$ cat src/rtl/fbrs_pkg.sv
`timescale 1ns / 1ps
`default_nettype none

package fbrs_pkg;

   // Field widths
   localparam int MODE_W    = 2;
   localparam int BYTE_W    = 8;
   localparam int VALUE_W   = 5;
   localparam int INDEX_W   = 12;
   localparam int COUNT_W   = 13;
   localparam int CSR_IDX_W = 1;
   localparam int CSR_DAT_W = 13;

   // Run length ceiling
   localparam logic [COUNT_W-1:0] MAX_SAMPLES = COUNT_W'(4096);

   // Reset values of the control registers
   localparam logic [COUNT_W-1:0] SAMPLE_COUNT_RST = COUNT_W'(4096);
   localparam logic [VALUE_W-1:0] REJECT_VALUE_RST = VALUE_W'(31);

   // Held-bit store: at most four bits survive a transaction
   localparam int HOLD_W     = 4;
   localparam int HOLD_CNT_W = 3;
   localparam int MERGE_W    = 12;

   // Result queue
   localparam int FIFO_DEPTH = 4;
   localparam int FIFO_PTR_W = $clog2(FIFO_DEPTH);
   localparam int FIFO_CNT_W = $clog2(FIFO_DEPTH + 1);

   typedef enum logic [MODE_W-1:0] {
      MODE_START = 2'd0,
      MODE_BYTE  = 2'd1,
      MODE_PAD   = 2'd2
   } mode_type;

   typedef enum logic [CSR_IDX_W-1:0] {
      CSR_SAMPLE_COUNT = 1'd0,
      CSR_REJECT_VALUE = 1'd1
   } csr_index_type;

   typedef struct packed {
      logic [VALUE_W-1:0] value;
      logic [INDEX_W-1:0] index;
      logic               last;
   } sample_type;

endpackage

`default_nettype wire

$ cat src/rtl/fbrs_req_if.sv
`timescale 1ns / 1ps
`default_nettype none

interface fbrs_req_if;
   logic                           valid;
   logic                           ready;
   logic [fbrs_pkg::MODE_W-1:0]    mode;
   logic [fbrs_pkg::BYTE_W-1:0]    byte_value;

   modport source (output valid, output mode, output byte_value, input ready);
   modport sink   (input valid, input mode, input byte_value, output ready);
endinterface

`default_nettype wire

$ cat src/rtl/fbrs_rsp_if.sv
`timescale 1ns / 1ps
`default_nettype none

interface fbrs_rsp_if;
   logic                           valid;
   logic                           ready;
   logic [fbrs_pkg::VALUE_W-1:0]   sample_value;
   logic [fbrs_pkg::INDEX_W-1:0]   sample_index;
   logic                           last_sample;

   modport source (output valid, output sample_value, output sample_index,
                   output last_sample, input ready);
   modport sink   (input valid, input sample_value, input sample_index,
                   input last_sample, output ready);
endinterface

`default_nettype wire

$ cat src/rtl/fbrs_csr_if.sv
`timescale 1ns / 1ps
`default_nettype none

interface fbrs_csr_if;
   logic                             valid;
   logic                             ready;
   logic [fbrs_pkg::CSR_IDX_W-1:0]   reg_index;
   logic [fbrs_pkg::CSR_DAT_W-1:0]   wr_data;

   modport source (output valid, output reg_index, output wr_data, input ready);
   modport sink   (input valid, input reg_index, input wr_data, output ready);
endinterface

`default_nettype wire

$ cat src/rtl/five_bit_rejection_sampler.sv
`timescale 1ns / 1ps
`default_nettype none

// Channel   Dir  Handshake     Payload
// req_bus   in   valid/ready   mode[1:0], byte_value[7:0]
// rsp_bus   out  valid/ready   sample_value[4:0], sample_index[11:0], last_sample
// csr_bus   in   valid/ready   reg_index[0], wr_data[12:0] (always ready)
//
// A request transaction lands in an input register; once the queue has room it
// is processed against the held bits and up to two samples are pushed into a
// four-entry result queue. Sustained rate: one transaction a cycle while each
// yields at most one sample and rsp_bus does not stall; a byte yielding two
// samples is paced by the one-per-cycle result channel draining the queue.
// Stalls on rsp_bus fill the queue and then hold the input register, which in
// turn drops req_bus.ready.
// Synchronous active-high reset clears the held bits, the sample counter, the
// queue and restores sample_count to 4096 and reject_value to 31.

module five_bit_rejection_sampler (
   input  wire              clock,
   input  wire              reset,
   fbrs_req_if.sink         req_bus,
   fbrs_rsp_if.source       rsp_bus,
   fbrs_csr_if.sink         csr_bus
);

   // ------------------------------------------------------------------
   // Control registers
   // ------------------------------------------------------------------
   logic [fbrs_pkg::COUNT_W-1:0] sample_count_ff;
   logic [fbrs_pkg::VALUE_W-1:0] reject_value_ff;

   assign csr_bus.ready = 1'b1;

   always_ff @(posedge clock) begin
      if (reset) begin
         sample_count_ff <= fbrs_pkg::SAMPLE_COUNT_RST;
         reject_value_ff <= fbrs_pkg::REJECT_VALUE_RST;
      end else if (csr_bus.valid) begin
         case (fbrs_pkg::csr_index_type'(csr_bus.reg_index))
            fbrs_pkg::CSR_SAMPLE_COUNT: begin
               sample_count_ff <= csr_bus.wr_data;
            end
            fbrs_pkg::CSR_REJECT_VALUE: begin
               reject_value_ff <= csr_bus.wr_data[fbrs_pkg::VALUE_W-1:0];
            end
            default: begin
            end
         endcase
      end
   end

   // Effective run length: clamp to the ceiling
   logic [fbrs_pkg::COUNT_W-1:0] run_limit;
   assign run_limit = (sample_count_ff > fbrs_pkg::MAX_SAMPLES) ?
                      fbrs_pkg::MAX_SAMPLES : sample_count_ff;

   // ------------------------------------------------------------------
   // Input register
   // ------------------------------------------------------------------
   logic                          in_valid_ff;
   logic [fbrs_pkg::MODE_W-1:0]   in_mode_ff;
   logic [fbrs_pkg::BYTE_W-1:0]   in_byte_ff;
   logic                          proc_fire;

   // Result queue occupancy
   logic [fbrs_pkg::FIFO_CNT_W-1:0] fifo_count_ff;
   logic [fbrs_pkg::FIFO_CNT_W-1:0] fifo_count_in;

   // Process only with room for two samples in the queue
   assign proc_fire     = in_valid_ff &&
                          (fifo_count_ff <= fbrs_pkg::FIFO_CNT_W'(fbrs_pkg::FIFO_DEPTH - 2));
   assign req_bus.ready = !in_valid_ff || proc_fire;

   always_ff @(posedge clock) begin
      if (reset) begin
         in_valid_ff <= 1'b0;
      end else if (req_bus.ready) begin
         in_valid_ff <= req_bus.valid;
      end
   end

   always_ff @(posedge clock) begin
      if (req_bus.ready && req_bus.valid) begin
         in_mode_ff <= req_bus.mode;
         in_byte_ff <= req_bus.byte_value;
      end
   end

   // ------------------------------------------------------------------
   // Sampling state
   // ------------------------------------------------------------------
   logic [fbrs_pkg::HOLD_W-1:0]     hold_ff, hold_in;
   logic [fbrs_pkg::HOLD_CNT_W-1:0] hold_cnt_ff, hold_cnt_in;
   logic [fbrs_pkg::COUNT_W-1:0]    produced_ff, produced_in;

   logic [fbrs_pkg::MERGE_W-1:0]    merged;
   logic [fbrs_pkg::VALUE_W-1:0]    cand0, cand1;
   logic                            two_cand;
   logic                            room0;
   logic                            room1;
   logic                            emit0, emit1;
   logic [1:0]                      num_wr;
   fbrs_pkg::sample_type            wr_first, wr_second;
   logic [fbrs_pkg::COUNT_W-1:0]    produced_p1;
   logic [fbrs_pkg::COUNT_W-1:0]    produced_p2;

   // Append the byte above the held bits; held bits above the count are zero
   assign merged   = fbrs_pkg::MERGE_W'(hold_ff) |
                     (fbrs_pkg::MERGE_W'(in_byte_ff) << hold_cnt_ff);
   assign cand0    = merged[4:0];
   assign cand1    = merged[9:5];
   // Count plus eight reaches ten when at least two bits were held
   assign two_cand = (hold_cnt_ff >= fbrs_pkg::HOLD_CNT_W'(2));

   assign produced_p1 = produced_ff + fbrs_pkg::COUNT_W'(1);
   assign produced_p2 = produced_ff + fbrs_pkg::COUNT_W'(2);
   assign room0       = (produced_ff < run_limit);

   always_comb begin
      hold_in     = hold_ff;
      hold_cnt_in = hold_cnt_ff;
      produced_in = produced_ff;
      num_wr      = 2'd0;
      emit0       = 1'b0;
      emit1       = 1'b0;
      room1       = 1'b0;
      wr_first    = '0;
      wr_second   = '0;

      wr_first.index  = produced_ff[fbrs_pkg::INDEX_W-1:0];
      wr_first.last   = (produced_p1 == run_limit);
      wr_second.index = produced_p1[fbrs_pkg::INDEX_W-1:0];
      wr_second.last  = (produced_p2 == run_limit);
      wr_second.value = cand1;

      if (proc_fire) begin
         case (fbrs_pkg::mode_type'(in_mode_ff))
            fbrs_pkg::MODE_START: begin
               hold_in     = '0;
               hold_cnt_in = '0;
               produced_in = '0;
            end
            fbrs_pkg::MODE_PAD: begin
               // While the run has room: drop held bits and emit one zero sample
               if (room0) begin
                  hold_in        = '0;
                  hold_cnt_in    = '0;
                  wr_first.value = '0;
                  num_wr         = 2'd1;
                  produced_in    = produced_p1;
               end
            end
            fbrs_pkg::MODE_BYTE: begin
               if (room0) begin
                  if (two_cand) begin
                     hold_in     = fbrs_pkg::HOLD_W'(merged[11:10]);
                     hold_cnt_in = hold_cnt_ff - fbrs_pkg::HOLD_CNT_W'(2);
                  end else begin
                     hold_in     = merged[8:5];
                     hold_cnt_in = hold_cnt_ff + fbrs_pkg::HOLD_CNT_W'(3);
                  end
                  emit0 = (cand0 != reject_value_ff);
                  // Second candidate sees the count after the first
                  room1 = emit0 ? (produced_p1 < run_limit) : 1'b1;
                  emit1 = two_cand && (cand1 != reject_value_ff) && room1;
                  wr_first.value = emit0 ? cand0 : cand1;
                  if (!emit0) begin
                     wr_first.last = (produced_p1 == run_limit);
                  end
                  num_wr      = {1'b0, emit0} + {1'b0, emit1};
                  produced_in = produced_ff + fbrs_pkg::COUNT_W'(num_wr);
               end
            end
            default: begin
               // Unused code: leave everything unchanged
            end
         endcase
      end
   end

   always_ff @(posedge clock) begin
      if (reset) begin
         hold_ff     <= '0;
         hold_cnt_ff <= '0;
         produced_ff <= '0;
      end else begin
         hold_ff     <= hold_in;
         hold_cnt_ff <= hold_cnt_in;
         produced_ff <= produced_in;
      end
   end

   // ------------------------------------------------------------------
   // Result queue
   // ------------------------------------------------------------------
   fbrs_pkg::sample_type            fifo_ff [fbrs_pkg::FIFO_DEPTH];
   logic [fbrs_pkg::FIFO_PTR_W-1:0] wr_ptr_ff, rd_ptr_ff;
   logic [fbrs_pkg::FIFO_PTR_W-1:0] wr_ptr_p1;
   logic                            pop;
   fbrs_pkg::sample_type            head;

   assign wr_ptr_p1 = wr_ptr_ff + fbrs_pkg::FIFO_PTR_W'(1);
   assign pop       = rsp_bus.valid && rsp_bus.ready;
   assign fifo_count_in = fifo_count_ff + fbrs_pkg::FIFO_CNT_W'(num_wr) -
                          fbrs_pkg::FIFO_CNT_W'(pop);

   always_ff @(posedge clock) begin
      if (num_wr != 2'd0) begin
         fifo_ff[wr_ptr_ff] <= wr_first;
      end
      if (num_wr == 2'd2) begin
         fifo_ff[wr_ptr_p1] <= wr_second;
      end
   end

   always_ff @(posedge clock) begin
      if (reset) begin
         wr_ptr_ff     <= '0;
         rd_ptr_ff     <= '0;
         fifo_count_ff <= '0;
      end else begin
         wr_ptr_ff     <= wr_ptr_ff + fbrs_pkg::FIFO_PTR_W'(num_wr);
         rd_ptr_ff     <= rd_ptr_ff + fbrs_pkg::FIFO_PTR_W'(pop);
         fifo_count_ff <= fifo_count_in;
      end
   end

   assign head                 = fifo_ff[rd_ptr_ff];
   assign rsp_bus.valid        = (fifo_count_ff != '0);
   assign rsp_bus.sample_value = head.value;
   assign rsp_bus.sample_index = head.index;
   assign rsp_bus.last_sample  = head.last;

   // ------------------------------------------------------------------
   // Assertions
   // ------------------------------------------------------------------
   a_fifo_bound: assert property (@(posedge clock) disable iff (reset)
      fifo_count_ff <= fbrs_pkg::FIFO_CNT_W'(fbrs_pkg::FIFO_DEPTH))
      else $error("result queue overfilled");

   a_hold_small: assert property (@(posedge clock) disable iff (reset)
      hold_cnt_ff <= fbrs_pkg::HOLD_CNT_W'(4))
      else $error("held bit count reached a full candidate");

   a_held_item_kept: assert property (@(posedge clock) disable iff (reset)
      in_valid_ff && !proc_fire |=> in_valid_ff && $stable(in_mode_ff))
      else $error("stalled input transaction lost");

   a_reset_empty: assert property (@(posedge clock)
      reset |=> (fifo_count_ff == '0) && !in_valid_ff && (produced_ff == '0))
      else $error("state not cleared by reset");

endmodule

`default_nettype wire
$ cat src/flat_wrapper.sv
// flat-port wrapper written by rule: the top's interface ports become plain ports
module five_bit_rejection_sampler_flat 
  (clock, reset, req_bus_valid, req_bus_mode, req_bus_byte_value, req_bus_ready, rsp_bus_valid, rsp_bus_sample_value, rsp_bus_sample_index, rsp_bus_last_sample, rsp_bus_ready, csr_bus_valid, csr_bus_reg_index, csr_bus_wr_data, csr_bus_ready);
  fbrs_req_if req_bus_i ();
  fbrs_rsp_if rsp_bus_i ();
  fbrs_csr_if csr_bus_i ();
  input  wire clock;
  input  wire reset;
  input wire logic [$bits(req_bus_i.valid)-1:0] req_bus_valid;
  input wire logic [$bits(req_bus_i.mode)-1:0] req_bus_mode;
  input wire logic [$bits(req_bus_i.byte_value)-1:0] req_bus_byte_value;
  output wire logic [$bits(req_bus_i.ready)-1:0] req_bus_ready;
  output wire logic [$bits(rsp_bus_i.valid)-1:0] rsp_bus_valid;
  output wire logic [$bits(rsp_bus_i.sample_value)-1:0] rsp_bus_sample_value;
  output wire logic [$bits(rsp_bus_i.sample_index)-1:0] rsp_bus_sample_index;
  output wire logic [$bits(rsp_bus_i.last_sample)-1:0] rsp_bus_last_sample;
  input wire logic [$bits(rsp_bus_i.ready)-1:0] rsp_bus_ready;
  input wire logic [$bits(csr_bus_i.valid)-1:0] csr_bus_valid;
  input wire logic [$bits(csr_bus_i.reg_index)-1:0] csr_bus_reg_index;
  input wire logic [$bits(csr_bus_i.wr_data)-1:0] csr_bus_wr_data;
  output wire logic [$bits(csr_bus_i.ready)-1:0] csr_bus_ready;
  assign req_bus_i.valid = req_bus_valid;
  assign req_bus_i.mode = req_bus_mode;
  assign req_bus_i.byte_value = req_bus_byte_value;
  assign req_bus_ready = req_bus_i.ready;
  assign rsp_bus_valid = rsp_bus_i.valid;
  assign rsp_bus_sample_value = rsp_bus_i.sample_value;
  assign rsp_bus_sample_index = rsp_bus_i.sample_index;
  assign rsp_bus_last_sample = rsp_bus_i.last_sample;
  assign rsp_bus_i.ready = rsp_bus_ready;
  assign csr_bus_i.valid = csr_bus_valid;
  assign csr_bus_i.reg_index = csr_bus_reg_index;
  assign csr_bus_i.wr_data = csr_bus_wr_data;
  assign csr_bus_ready = csr_bus_i.ready;
  five_bit_rejection_sampler u_core (.clock(clock), .reset(reset), .req_bus(req_bus_i), .rsp_bus(rsp_bus_i), .csr_bus(csr_bus_i));
endmodule
$ cat config.mk
export PLATFORM = sky130hd
export DESIGN_NAME = five_bit_rejection_sampler_flat
export DESIGN_NICKNAME = d
export VERILOG_FILES = /design/src/rtl/fbrs_pkg.sv /design/src/rtl/fbrs_req_if.sv /design/src/rtl/fbrs_rsp_if.sv /design/src/rtl/fbrs_csr_if.sv /design/src/rtl/five_bit_rejection_sampler.sv /design/src/flat_wrapper.sv
export SDC_FILE = /design/constraint.sdc
export NUM_CORES = 1
export LEC_CHECK = 0
export BUFFER_PORTS_ARGS = -buffer_cell sky130_fd_sc_hd__buf_2
export CAP_MARGIN = 20
export CORE_MARGIN = 1.5
export CORE_UTILIZATION = 45
export CTS_BUF_LIST = sky130_fd_sc_hd__clkbuf_16
export DETAILED_ROUTE_END_ITERATION = 10
export GPL_TIMING_DRIVEN = 0
export MAX_ROUTING_LAYER = met4
export PLACE_DENSITY = 0.64
export SYNTH_ARGS = -nofsm -noshare
export SYNTH_HDL_FRONTEND = slang
export SYNTH_SLANG_ARGS = --single-unit
$ cat constraint.sdc
create_clock -name clock -period 10.9 [get_ports clock]
set_input_delay 2.18 -clock clock [delete_from_list [all_inputs] [get_ports clock]]
set_output_delay 2.18 -clock clock [all_outputs]
set_load 0.01 [all_outputs]
# Yosys cells after proc, flatten, opt, wreduce, memory -nomap -nowiden
# Memories as Yosys holds them, arrays and structs flattened. A register that Yosys moved wholly into a read port is not among the register bits.
# Index checks and enable logic that the tools add are counted.
[word_totals]
ramBits = 72
inputBits = 29
n_memories = 1
ff_bits = 56
[classes]
bitwise = 2
n_addsub = 11
eq_ne = 9
reduce_logical = 14
shifts = 1
muxes = 26
order_cmp = 5
[mem_list]
columns = ["name", "depth", "width", "read_ports", "rd_ports_with_merged_regs", "wr", "line_no", "text"]
rows = [
  ["u_core.fifo_ff", 4, 18, 1, 1, 2, "five_bit_rejection_sampler.sv:197", "fbrs_pkg::sample_type fifo_ff [fbrs_pkg::FIFO_DEPTH];"],
]
[op_table]
columns = ["cell", "n"]
rows = [
  ["13-bit 2-to-1 mux", 3],
  ["13-bit case mux with 3 select lines", 1],
  ["13-bit == test", 2],
  ["13-bit less-than comparator", 2],
  ["5-bit 2-to-1 mux", 4],
  ["13-bit by 1-bit adder with 13-bit output, second input constant", 1],
  ["13-bit by 2-bit adder with 13-bit output", 1],
  ["13-bit by 2-bit adder with 13-bit output, second input constant", 1],
  ["13-bit greater-than comparator, second input constant", 1],
  ["4-bit 2-to-1 mux", 3],
  ["4-bit by 12-bit OR with 12-bit output", 1],
  ["4-bit case mux with 3 select lines", 1],
  ["8-bit by 3-bit left shift with 12-bit output", 1],
  ["5-bit != test", 2],
  ["3-bit 2-to-1 mux", 3],
  ["3-bit case mux with 3 select lines", 1],
  ["1-bit 2-to-1 mux", 6],
  ["2-bit 2-to-1 mux", 3],
  ["3-bit nonzero test", 2],
  ["1-bit logical AND", 5],
  ["2-bit == test, second input constant", 2],
  ["2-bit by 1-bit != test with 1-bit output, second input constant", 2],
  ["2-bit case mux with 2 select lines", 1],
  ["2-bit AND reduction", 2],
  ["other kinds (17)", 17],
]

# Longest topological paths before layout
[depth]
word_depth = 12
ltp_mapped = 22

# Least setup slack after synthesis
# OpenSTA, ideal clock, no wires.
[synth_timing]
path_kind = "flip-flop to flip-flop"
startpoint = "register u_core.produced_ff[0] (netlist bit)"
endpoint = "memory u_core.fifo_ff[2][0] (netlist bit) (enable)"
period_less_slack_ns = 5.299
path_stages_with_launch = 20
arrival_ns = 4.881
path_buffers = 3
slack_ns = 5.601
cell_sequence = "dfxtp_1 > ha_1 > clkbuf_1 > nand2_1 > clkbuf_1 > nor2_1 > xor2_1 > ha_1 > nand3_1 > nor2_1 > a2111oi_0 > nand3_1 > a31o_1 > a31oi_1 > ha_1 > nor4bb_1 > nand4_1 > or4_1 > clkbuf_1 > o21ai_0"
[synth_lines]
columns = ["item", "line_no", "text"]
rows = [
  ["start: declaration", "five_bit_rejection_sampler.sv:95", "logic [fbrs_pkg::COUNT_W-1:0] produced_ff, produced_in;"],
  ["start signal: assignment", "five_bit_rejection_sampler.sv:190", "produced_ff <= produced_in;"],
  ["end: declaration", "five_bit_rejection_sampler.sv:197", ""],
]

==> metrics.md <==
| Metric | Value |
|---|---|
| Outcome | `finished clean` |
| Largest net degree at the start of global routing | `17` |
| Pwr Density | `153 nW/um^2` |
| Post-layout util | `52.9%` |
| Ys async rst share | `0%` |
| Hold depth | `2` |
| Clock share of power | `42.5%` |
| Final Setup Violations | `0` |
| Worst-skew pair later-pin latency | `430 ps` |
| Flop-to-flop setup slack | `4400 ps` |
| Least-Margin Pin Slew | `934 ps` |
| Synth-to-Final Area Change | `15.3%` |
| Final Hold Vio Count | `0` |
| Clk_skew | `7.66 ps` |
| Crit-path slowest cell | `dfxtp_1` |
| Top-count cell post-synth | `nand2_1` |
| Max Fclk | `154 MHz` |
| Vias | `6696` |
| Seq pwr share | `37.7%` |
| CTS sink cnt | `128` |
| Synth top area cells | `edfxtp_1 (30%), dfxtp_1 (11%), xnor2_1 (6.4%), mux4_2 (6.3%), ha_1 (6.2%)` |
| CP max FO | `10` |
| Synth Area per Inst | `10.0 um^2` |
| I/O pin count | `50` |
| Core ar. | `18000 um^2` |
| Beginning of the worst hold path | `u_core.sample_count_ff[11]$_SDFFE_PP0P_` |
| CTS tree | `built` |
| Die Area | `19100 um^2` |
| Post-Syn Area | `8240 um^2` |
| All-Layer GR Usage | `23.8%` |
| Layout cells sized above 1 | `14.7%` |
| R2r endpoint | `u_core.fifo_ff[1][2]$_DFFE_PP_` |
| Int Pwr | `1.05 mW` |
| Startpoint types | `flip-flop` |
| Initial DRC Count | `598` |
| Switching fraction of total power | `28.0%` |
| Post-synth cell types | `67` |
| First-pass GRT wire length | `34400 um` |
| Post-Syn Instances | `820` |
| Initial Utilization | `45.9%` |
| Setup Buffers After CTS | `0` |
| Reg area | `3380 um^2` |
| Critical Setup Path Class | `flip-flop to flip-flop` |
| Yosys top cell area share | `29.9%` |
| Hpwl dp | `16400 um` |
| Buffers added on ports | `47` |
| DRT Pass-1 Iters | `5` |
| Synth cell count leaders | `nand2_1 (110), edfxtp_1 (82), xnor2_1 (60)` |
| Worst Hold Class | `flip-flop to flip-flop` |
| Gate power share | `19.8%` |
| Max Cap Viol | `0` |
| Nets | `963` |
| Hold EP | `u_core.sample_count_ff[11]$_SDFFE_PP0P_` |
| Routability cong. | `0.911` |
| Main flop type after synthesis | `edfxtp_1` |
| Filler instances | `1624` |
| Synth Register Bits | `128` |
| Synth area leader | `edfxtp_1` |
| Via/cell ratio | `5.91` |
| Worst path max stage delay | `510 ps` |
| Critical Path Sink Type | `flip-flop` |
| Switch Pwr | `0.406 mW` |
| CTS Root Buffer Type | `clkbuf_16` |
| YS warnings | `0` |
| Mapped Nets | `892` |
| Chip width | `138 um` |
| RSZ-0062 raised after global routing | `false` |
| Max H-tree Level | `4` |
| Slew Limit Headroom | `37.3%` |
| Critical path cell sequence | `ha_1, clkbuf_1, nand2_1, clkbuf_1, nor2_1, xor2_1, ha_1, nand3_1, nor2_1, a2111oi_0, nand3_1, a31o_1, a31oi_1, ha_1, nor4bb_1, nand4_1, nor3_1, and3_1, clkbuf_1, mux2_2` |
| EDFF count, synth | `82` |
| Hold buffer count at CTS | `0` |
| Min Tclk post-route | `6500 ps` |
| Slew Viols, Final | `0` |
| WL/cell | `19.3 um` |
| Fin crit share | `59.6%` |
| Routed Antenna Nets | `0` |
| Total Wirelength | `21800 um` |
| # diodes | `0` |
| DRC violations left | `0` |
| Number of cell rows | `49` |
| Leakage power | `3.45 nW` |
| Total negative slack | `0 ps` |
| Initial antenna violation count | `0` |
| Die Y-Extent | `138 um` |
| R2R cell count | `20` |
| Cts repair resizes | `0` |
| Vias in the first global route | `6386` |
| Crit path required time | `11080 ps` |
| Area of the multi-input gates | `4570 um^2` |
| Inserted Clock Buffers | `17` |
| R2r startpoint | `u_core.produced_ff[0]$_SDFFE_PP0P_` |
| Clock transition at path regs | `60 ps` |
| Worst Path Arrival | `6680 ps` |
| Grt total ovfl | `0` |
| Clock Tree Buf Depth | `2` |
| Seq/Total Area, Yosys | `41.1%` |
| Worst VDD drop | `0.000113 V` |
[cells in the final DEF, fill, tap and decap left out, types with 22 or more instances in the layout]
master,instances
buf_2,50
xnor2_1,60
edfxtp_1,82
dfxtp_1,46
nand3_1,25
o21ai_0,27
clkbuf_1,34
nor2_1,48
ha_1,41
mux4_2,23
inv_1,22
a21oi_1,42
nand2_1,110
[critical path: cells and delay by family (launching register included)]
| kind | cells | cell delay, ps |
|---|---|---|
| AO/OA/AOI/OAI | 3 | 900 |
| multiplexers | 1 | 400 |
| AND/OR/NAND/NOR | 9 | 2260 |
| buffers and inverters | 3 | 1150 |
| XOR/XNOR | 1 | 150 |
| adder cells (fa/ha/maj) | 3 | 850 |
| flip-flops | 1 | 510 |
[sequential cells by signal (all words and copies together) (netlist names), 3 cells and up]
register / count
u_core.in_byte_ff: 8
u_core.fifo_ff: 72
u_core.hold_ff: 4
u_core.produced_ff: 13
u_core.hold_cnt_ff: 3
u_core.reject_value_ff: 5
u_core.fifo_count_ff: 3
u_core.sample_count_ff: 13
[how the worst max path moves through the flow]
stage / slack, ps / startpoint / endpoint
global route: 3960 / u_core.produced_ff[0]$_SDFFE_PP0P_ / u_core.fifo_ff[1][2]$_DFFE_PP_
CTS: 4510 / u_core.produced_ff[0]$_SDFFE_PP0P_ / u_core.fifo_ff[1][2]$_DFFE_PP_
finish: 4400 / u_core.produced_ff[0]$_SDFFE_PP0P_ / u_core.fifo_ff[1][2]$_DFFE_PP_
detailed placement: 4560 / u_core.produced_ff[0]$_SDFFE_PP0P_ / u_core.fifo_ff[1][2]$_DFFE_PP_
floorplan: 5600 / u_core.produced_ff[0]$_SDFFE_PP0P_ / u_core.fifo_ff[2][0]$_DFFE_PP_
global placement: 3610 / u_core.produced_ff[0]$_SDFFE_PP0P_ / u_core.fifo_ff[0][9]$_DFFE_PP_
[power by group through the flow]
stage	Clock, mW	Sequential (mW)	Combinational, mW
detailed placement	0	0.556	0.286
global placement	0	0.556	0.283
CTS	0.620	0.546	0.290
finish	0.617	0.546	0.287
global route	0.646	0.549	0.315
floorplan	0	0.552	0.204
[layout make-up]
| type | count | area share [%] |
|---|---|---|
| plain buffers | 51 | 2.29 |
| clock buffers | 17 | 4.48 |
| clock inverters | 15 | 2.20 |
| inverters | 24 | 0.948 |
| multi-input cells | 617 | 48.1 |
| flip-flops and latches | 128 | 35.6 |
| well taps | 229 | 3.02 |
| repair buffers | 52 | 3.32 |
[cell families (layout without fill, tap and decap cells)]
| kind of cell | after synthesis | in the layout | synth area share [%] |
|---|---|---|---|
| AO/OA/AOI/OAI | 162 | 162 | 13.2 |
| XOR/XNOR | 82 | 82 | 9.22 |
| adder cells (fa/ha/maj) | 43 | 43 | 6.71 |
| buffers and inverters | 75 | 159 | 3.74 |
| flip-flops | 128 | 128 | 41.1 |
| multiplexers | 46 | 46 | 9.22 |
| other | 1 | 1 | 0.0455 |
| AND/OR/NAND/NOR | 283 | 283 | 16.8 |
[metal layers]
layer / vias to the layer above / share of wire, % / track usage [%]
met5: - / 0 / -
met4: 0 / 2.4 / 8.37
met3: 40 / 7.3 / 4.64
met2: 281 / 45 / 35.9
met1: 3176 / 45 / 32.1
li1: 3199 / - / -
[per-stage QoR]
stage	instance area [um^2]	cells	hold WS, ps	power [mW]	setup WS (ps)
2_1_floorplan	8240	820	445	0.756	5600
3_3_place_gp	8760	1096	461	0.839	3610
3_5_place_dp	8860	1100	464	0.843	4560
4_1_cts	9490	1132	472	1.46	4510
5_1_grt	9500	1133	494	1.51	3960
6_report	9500	1133	468	1.45	4400
Power figures use the tool's default switching activity.
